## src/rtl/rsip_pkg.sv

```systemverilog
// ----------------------------------------------------------------------------
// rsip_pkg: shared types and constants for the radix string parser
// Beat payload structs, status codes, character codes and overflow limits.
// ----------------------------------------------------------------------------
`default_nettype none

package rsip_pkg;

  // Result status codes.
  typedef enum logic [2:0] {
    StOk       = 3'd0,
    StEmpty    = 3'd1,
    StLoneSign = 3'd2,
    StInvalid  = 3'd3,
    StOverflow = 3'd4
  } status_e;

  // Input beat: one character of the string.
  typedef struct packed {
    logic [15:0] character;
    logic        last;
    logic        empty_string;
  } in_t;

  // Output beat: one parse result.
  typedef struct packed {
    logic signed [31:0] value;
    status_e            status;
  } out_t;

  // Character class, worked out ahead of the accumulate stage.
  typedef struct packed {
    logic       below_zero;
    logic       is_plus;
    logic       is_minus;
    logic       digit_ok;
    logic [5:0] digit;
  } chr_class_t;

  // Contents of the decode stage register.
  typedef struct packed {
    chr_class_t cls;
    logic       last;
    logic       empty_string;
  } stage_t;

  localparam logic [15:0] CharPlus   = 16'h002B;
  localparam logic [15:0] CharMinus  = 16'h002D;
  localparam logic [15:0] CharZero   = 16'h0030;
  localparam logic [15:0] CharNine   = 16'h0039;
  localparam logic [15:0] CharUpperA = 16'h0041;
  localparam logic [15:0] CharUpperZ = 16'h005A;
  localparam logic [15:0] CharLowerA = 16'h0061;
  localparam logic [15:0] CharLowerZ = 16'h007A;

  localparam logic [5:0] RadixMin   = 6'd2;
  localparam logic [5:0] RadixMax   = 6'd36;
  localparam logic [5:0] RadixReset = 6'd10;
  localparam logic [5:0] LetterBase = 6'd10;

  // Magnitude limits for positive and negative results.
  localparam logic [37:0] PosLimit = 38'h00_7FFF_FFFF;
  localparam logic [37:0] NegLimit = 38'h00_8000_0000;

endpackage

`default_nettype wire

```

## src/rtl/radix_string_to_int_parser.sv

```systemverilog
// ----------------------------------------------------------------------------
// radix_string_to_int_parser: signed integer parser, radix 2 to 36
// Streams one character per beat and returns one signed 32-bit result or a
// status on the last character of each string or on an empty-string beat.
// ----------------------------------------------------------------------------
// The block takes one character beat in every cycle unless the output stalls;
// a result passes the decode and output registers. The first register stage
// classifies the character against the radix; the second holds the running
// magnitude and does one 32 by 6 bit multiply, digit add and limit compare per
// character, which sets the one-character-per-cycle rate. The output register
// lets a new character enter while a result waits; the input stalls only when
// a result-bearing beat meets a full, stalled output. The radix register resets
// to 10 and is written through the configuration channel, always ready; the
// user writes it only while the block is idle; the block does not enforce it.
`default_nettype none

module radix_string_to_int_parser (
  input  wire logic             clk_i,
  input  wire logic             rst_ni,
  input  wire logic             in_valid_i,
  output wire logic             in_ready_o,
  input  wire rsip_pkg::in_t    in_i,
  output wire logic             out_valid_o,
  input  wire logic             out_ready_i,
  output rsip_pkg::out_t        out_o,
  input  wire logic             cfg_valid_i,
  output wire logic             cfg_ready_o,
  input  wire logic [5:0]       cfg_radix_i
);

  logic [5:0]          radix_q;
  rsip_pkg::chr_class_t cls;

  logic                s1_valid_q, s1_valid_d;
  rsip_pkg::stage_t    s1_q;

  logic [31:0]         mag_q, mag_d;
  logic                neg_q, neg_d;
  logic                first_q, first_d;
  rsip_pkg::status_e   err_q, err_d;

  logic                out_valid_q, out_valid_d;
  rsip_pkg::out_t      out_q, out_d;

  logic                emits;
  logic                adv;
  logic                in_accept;

  logic [37:0]         prod;
  logic [37:0]         sum;
  logic [37:0]         limit;
  logic                ovf;

  logic                neg_n;
  logic [31:0]         mag_n;
  rsip_pkg::status_e   err_n;

  // Radix register, always ready for a write beat.
  assign cfg_ready_o = 1'b1;

  always_ff @(posedge clk_i or negedge rst_ni) begin
    if (!rst_ni) begin
      radix_q <= rsip_pkg::RadixReset;
    end else if (cfg_valid_i) begin
      radix_q <= cfg_radix_i;
    end
  end

  // Character classification ahead of the decode register.
  rsip_char_decode u_decode (
    .character_i (in_i.character),
    .radix_i     (radix_q),
    .cls_o       (cls)
  );

  // The decode stage drains unless it carries a result and the output is stuck.
  assign emits      = s1_q.last || s1_q.empty_string;
  assign adv        = s1_valid_q && (!emits || !out_valid_q || out_ready_i);
  assign in_ready_o = !s1_valid_q || adv;
  assign in_accept  = in_valid_i && in_ready_o;

  always_comb begin
    s1_valid_d = s1_valid_q;
    if (in_accept) begin
      s1_valid_d = 1'b1;
    end else if (adv) begin
      s1_valid_d = 1'b0;
    end
  end

  always_ff @(posedge clk_i or negedge rst_ni) begin
    if (!rst_ni) begin
      s1_valid_q <= 1'b0;
    end else begin
      s1_valid_q <= s1_valid_d;
    end
  end

  always_ff @(posedge clk_i) begin
    if (in_accept) begin
      s1_q.cls          <= cls;
      s1_q.last         <= in_i.last;
      s1_q.empty_string <= in_i.empty_string;
    end
  end

  // Multiply-add of the next digit and the overflow compare against the limit.
  assign prod  = 38'(mag_q) * 38'(radix_q);
  assign sum   = prod + 38'(s1_q.cls.digit);
  assign limit = neg_q ? rsip_pkg::NegLimit : rsip_pkg::PosLimit;
  assign ovf   = (sum > limit);

  // Accumulate stage: sign, sticky error, magnitude and the result beat.
  always_comb begin
    neg_n       = neg_q;
    mag_n       = mag_q;
    err_n       = err_q;
    mag_d       = mag_q;
    neg_d       = neg_q;
    first_d     = first_q;
    err_d       = err_q;
    out_valid_d = out_valid_q && !out_ready_i;
    out_d       = out_q;

    if (err_q == rsip_pkg::StOk) begin
      if (first_q && s1_q.cls.below_zero) begin
        if (s1_q.cls.is_minus) begin
          neg_n = 1'b1;
        end else if (!s1_q.cls.is_plus) begin
          err_n = rsip_pkg::StInvalid;
        end
        if ((err_n == rsip_pkg::StOk) && s1_q.last) begin
          err_n = rsip_pkg::StLoneSign;
        end
      end else if (!s1_q.cls.digit_ok) begin
        err_n = rsip_pkg::StInvalid;
      end else if (ovf) begin
        err_n = rsip_pkg::StOverflow;
      end else begin
        mag_n = sum[31:0];
      end
    end

    if (adv) begin
      if (s1_q.empty_string || s1_q.last) begin
        // Result beat, then the string state starts over.
        out_valid_d = 1'b1;
        mag_d       = '0;
        neg_d       = 1'b0;
        first_d     = 1'b1;
        err_d       = rsip_pkg::StOk;
        if (s1_q.empty_string) begin
          out_d.value  = '0;
          out_d.status = rsip_pkg::StEmpty;
        end else if (err_n != rsip_pkg::StOk) begin
          out_d.value  = '0;
          out_d.status = err_n;
        end else begin
          out_d.value  = neg_n ? $signed(~mag_n + 32'd1) : $signed(mag_n);
          out_d.status = rsip_pkg::StOk;
        end
      end else begin
        mag_d   = mag_n;
        neg_d   = neg_n;
        err_d   = err_n;
        first_d = 1'b0;
      end
    end
  end

  always_ff @(posedge clk_i or negedge rst_ni) begin
    if (!rst_ni) begin
      mag_q       <= '0;
      neg_q       <= 1'b0;
      first_q     <= 1'b1;
      err_q       <= rsip_pkg::StOk;
      out_valid_q <= 1'b0;
    end else begin
      mag_q       <= mag_d;
      neg_q       <= neg_d;
      first_q     <= first_d;
      err_q       <= err_d;
      out_valid_q <= out_valid_d;
    end
  end

  always_ff @(posedge clk_i) begin
    out_q <= out_d;
  end

  assign out_valid_o = out_valid_q;
  assign out_o       = out_q;

  // The magnitude never passes the limit of its sign.
  assert property (@(posedge clk_i) disable iff (!rst_ni)
    (mag_q <= 32'h8000_0000) && (neg_q || (mag_q <= 32'h7FFF_FFFF)))
    else $error("magnitude beyond limit");

  // A result beat leaves the string state cleared.
  assert property (@(posedge clk_i) disable iff (!rst_ni)
    adv && emits |=> first_q && !neg_q && (mag_q == '0) && (err_q == rsip_pkg::StOk))
    else $error("string state not cleared after result");

  // A result-bearing beat held against a stalled output stays in the stage.
  assert property (@(posedge clk_i) disable iff (!rst_ni)
    s1_valid_q && emits && out_valid_q && !out_ready_i |=> s1_valid_q && $stable(s1_q))
    else $error("result beat dropped under stall");

  // A non-ok status always carries a zero value.
  assert property (@(posedge clk_i) disable iff (!rst_ni)
    out_valid_q && (out_q.status != rsip_pkg::StOk) |-> (out_q.value == '0))
    else $error("error status with nonzero value");

  // Input stalls only while the decode stage holds a beat.
  assert property (@(posedge clk_i) disable iff (!rst_ni)
    !in_ready_o |-> s1_valid_q)
    else $error("input stalled with empty stage");

endmodule

`default_nettype wire

```

## src/rtl/rsip_char_decode.sv

```systemverilog
// ----------------------------------------------------------------------------
// rsip_char_decode: character classifier
// Maps a character code to its digit value under the current radix and flags
// the sign characters and codes below '0'.
// ----------------------------------------------------------------------------
`default_nettype none

module rsip_char_decode (
  input  wire logic [15:0]         character_i,
  input  wire logic [5:0]          radix_i,
  output rsip_pkg::chr_class_t     cls_o
);

  logic [15:0] num_off;
  logic [15:0] upper_off;
  logic [15:0] lower_off;
  logic        is_num;
  logic        is_upper;
  logic        is_lower;
  logic        radix_ok;
  logic [5:0]  digit;
  logic        is_digit;

  assign num_off   = character_i - rsip_pkg::CharZero;
  assign upper_off = character_i - rsip_pkg::CharUpperA;
  assign lower_off = character_i - rsip_pkg::CharLowerA;

  assign is_num   = (character_i >= rsip_pkg::CharZero) && (character_i <= rsip_pkg::CharNine);
  assign is_upper = (character_i >= rsip_pkg::CharUpperA) &&
                    (character_i <= rsip_pkg::CharUpperZ);
  assign is_lower = (character_i >= rsip_pkg::CharLowerA) &&
                    (character_i <= rsip_pkg::CharLowerZ);

  // A radix outside 2..36 accepts no digit at all.
  assign radix_ok = (radix_i >= rsip_pkg::RadixMin) && (radix_i <= rsip_pkg::RadixMax);

  // Digit value from whichever character range matched.
  always_comb begin
    digit    = '0;
    is_digit = 1'b0;
    if (is_num) begin
      digit    = num_off[5:0];
      is_digit = 1'b1;
    end else if (is_upper) begin
      digit    = upper_off[5:0] + rsip_pkg::LetterBase;
      is_digit = 1'b1;
    end else if (is_lower) begin
      digit    = lower_off[5:0] + rsip_pkg::LetterBase;
      is_digit = 1'b1;
    end
  end

  assign cls_o.below_zero = (character_i < rsip_pkg::CharZero);
  assign cls_o.is_plus    = (character_i == rsip_pkg::CharPlus);
  assign cls_o.is_minus   = (character_i == rsip_pkg::CharMinus);
  assign cls_o.digit_ok   = is_digit && radix_ok && (digit < radix_i);
  assign cls_o.digit      = digit;

endmodule

`default_nettype wire
```

## config.mk

```make
export PLATFORM = sky130hd
export DESIGN_NAME = radix_string_to_int_parser
export DESIGN_NICKNAME = d
export VERILOG_FILES = /design/src/rtl/rsip_pkg.sv /design/src/rtl/radix_string_to_int_parser.sv /design/src/rtl/rsip_char_decode.sv
export SDC_FILE = /design/constraint.sdc
export NUM_CORES = 1
export LEC_CHECK = 0
export ABC_CLOCK_PERIOD_IN_PS = 16300
export BUFFER_PORTS_ARGS = -buffer_cell sky130_fd_sc_hd__buf_2
export CAP_MARGIN = 20
export CORE_ASPECT_RATIO = 0.6
export CORE_UTILIZATION = 30
export CTS_CLUSTER_SIZE = 40
export DETAILED_ROUTE_END_ITERATION = 7
export PLACE_DENSITY = 0.53
export SYNTH_ARGS = -nofsm -noshare
export SYNTH_HDL_FRONTEND = slang
export SYNTH_SLANG_ARGS = --single-unit
```

## constraint.sdc

```tcl
create_clock -name clk_i -period 16.3 [get_ports clk_i]
set_clock_uncertainty 0.05 [all_clocks]
set_input_delay 1.63 -clock clk_i [delete_from_list [all_inputs] [get_ports clk_i]]
set_output_delay 1.63 -clock clk_i [all_outputs]
set_load 0.005 [all_outputs]
```

==> impl_metrics.toml <==
[synth]
syn-num-nets = 1763
synth_seq_cells = 92
async_flop_share_pct = 48.9
synth_area_leaders = "fa_1, ha_1, edfxtp_1"
synthFlopType = "edfxtp_1"
ys_seq_area_share_pct = 19.5
yosys_warnings = 0
synth_cell_types = 81
synth_top_area_share_pct = 19.0
synth.avg_cell_area_sq_um = 8.80
synth_edf_count = 47
synth_cells = 1482
netlist_area_sq_mm = 0.0130
yosys.area.top_type = "fa_1"

[cts]
clk_latency_ns = 0.39
post_cts_buffers = 0
cts.hold.buffers_added = 0
cts_root_buf = "clkbuf_16"
cts.htree.levels = 3
clkTransAtPathRegs_ns = 0.08
numCtsBuffers = 9
cts_tree = "done"
clock_path_buffers = 2
ctsResizeCount = 0
cts.sink_count = 92

[floorplan]
coreArea_sq_mm = 0.0424
die_w_um = 271
chipHeight_um = 164
rows = 58
dieArea_sq_mm = 0.0444
start_util_pct = 30.8
ios = 67

[routing]
drt_wl_total_mm = 42.3
firstDrtPassIters = 6
drt_iter0_markers = 1185
drt-met1-wl_mm = 22.5
highest_layer = "met4"
routed-wl-met2_mm = 14.6
wl_per_cell_um = 20.5
drc = 0
route.met3.wl_mm = 4.83
post_drt_via_cell_ratio = 5.36
final_antenna_net_count = 0
via_count = 11100

[power_and_ir_drop]
p_total_mw = 0.724
power_density_mw_per_mm2 = 51.0
p_leak_nw = 6.84
ir_drop_uv = 41.0

[run_status]
outcome = "completed"

[placement]
dp_hpwl_mm = 33.9
pre_cts_ws_ns = 4.75
numPortBuffers = 65
postPlaceCellArea_sq_mm = 0.0139
dpl.cell_count = 2050
place.gp.congestion = 0.965

[timing]
worst_pin_slew_ns = 0.974
finalCritPeriodShare_pct = 71.4
tns_ns = 0
finalHoldViolCount = 0
maxSlewHeadroom_pct = 35.1
fin_crit_ns = 11.64
finalMaxSlewViolations = 0
setup_slack_ns = 4.66
rsz0062_at_grt = "false"
hold_slack_ns = 0.448
max_freq_mhz = 85.9
setup_viol = 0

[layout]
mostFrequentLayoutCells = "and2_1, nand2_1, ha_1"
final_common_cell = "and2_1"
n_fill_cell = 4443
drive_above_1_share_pct = 8.62
utilization_pct = 33.5
finalNonFillerCells = 2066
design_area_sq_mm = 0.0142
area.growth.synth_to_final_pct = 8.70
fin_nets = 1772
diodes = 0

[worst_setup_path]
crit_type = "reg -> reg"
critPathSlowestCell = "dfstp_2"
worst-path-max-fanout = 34
r2r_slack_ns = 4.66
worstPathRequired_ns = 16.37
endpoint_kind = "flip-flop"
max_stage_delay_ns = 0.94
worstPathArrival_ns = 11.71
cp-start-kind = "flip-flop"

[global_route]
grt_pass1_vias = 10600
grt_pass1_wl_mm = 64.8
antenna_found_initial = 2
grt_usage_pct = 19.4
grt_max_degree = 56
grt-ovfl-total = 0

[min_path]
min_path_type = "reg -> reg"

[run]
maxCapViolations = 0
-- registers in the layout, indices dropped and copies added (netlist names) --
| name | count |
|---|---|
| out_valid_o | 1 |
| err_q | 3 |
| out_o | 35 |
| mag_q | 32 |
| neg_q | 1 |
| s1_valid_q | 1 |
| radix_q | 6 |
| s1_q | 12 |
| first_q | 1 |
-- logic make-up (layout without fill, tap and decap cells) --
logic type / after synthesis / count (layout) / synth area share (%)
simple gates: 545 / 545 / 21.8
compound gates: 302 / 302 / 15.2
fa+ha+maj: 252 / 252 / 31.3
buf+inv: 202 / 216 / 6.09
flops: 92 / 92 / 19.5
xor+xnor: 71 / 71 / 4.77
mux: 17 / 17 / 1.33
other cells: 1 / 1 / 0.0287
-- worst max-delay path, delay by kind of cell (launching register included) --
| family | cells | cell delay [ns] |
|---|---|---|
| buffers and inverters | 4 | 0.25 |
| xor gates and xnor gates | 1 | 0.50 |
| adders and majority gates | 7 | 3.04 |
| AOI/OAI and AO/OA | 8 | 2.28 |
| DFF | 1 | 0.94 |
| and+or+nand+nor | 15 | 4.31 |
-- layer usage --
metal	GRT usage, %	vias to the layer above
met2	24.0	429
li1	-	5148
met3	6.60	23
met1	31.3	5472
met4	2.81	0
met5	0	-
-- Yosys cell counts (34+ instances only) --
cell type  number
fa_1          124
a21oi_1        63
and2_1        146
o21ai_0        78
nand2_1       143
xnor2_1        52
edfxtp_1       47
a211oi_1       34
dfrtp_1        42
nor2_1         96
inv_1         119
clkbuf_1       63
ha_1          128
-- worst paths after layout --
check	from	endpoint	cells past startpoint
setup / recovery	radix_q[3]	out_o[29]	35
max in group asynchronous	rst_ni	radix_q[4]	2
min in group asynchronous	rst_ni	mag_q[7]	2
hold / removal	first_q	first_q	2
setup reg to reg	radix_q[3]	out_o[29]	35
hold reg to reg	first_q	first_q	2
-- layout make-up --
cell class	instances	area, sq um	area share [%]
Inverter	119	447	3.15
Multi-Input combinational cell	1188	9720	68.6
Tap cell	570	713	5.03
Clock buffer	9	225	1.59
Sequential cell	92	2540	17.9
Timing Repair Buffer	81	445	3.14
Clock inverter	7	86.3	0.609
-- power by group --
part	switching, mW	internal [mW]
sequential	0.0162	0.262
combinational	0.145	0.0721
clock	0.119	0.109
Note: power is estimated with default switching activity, not from simulation.
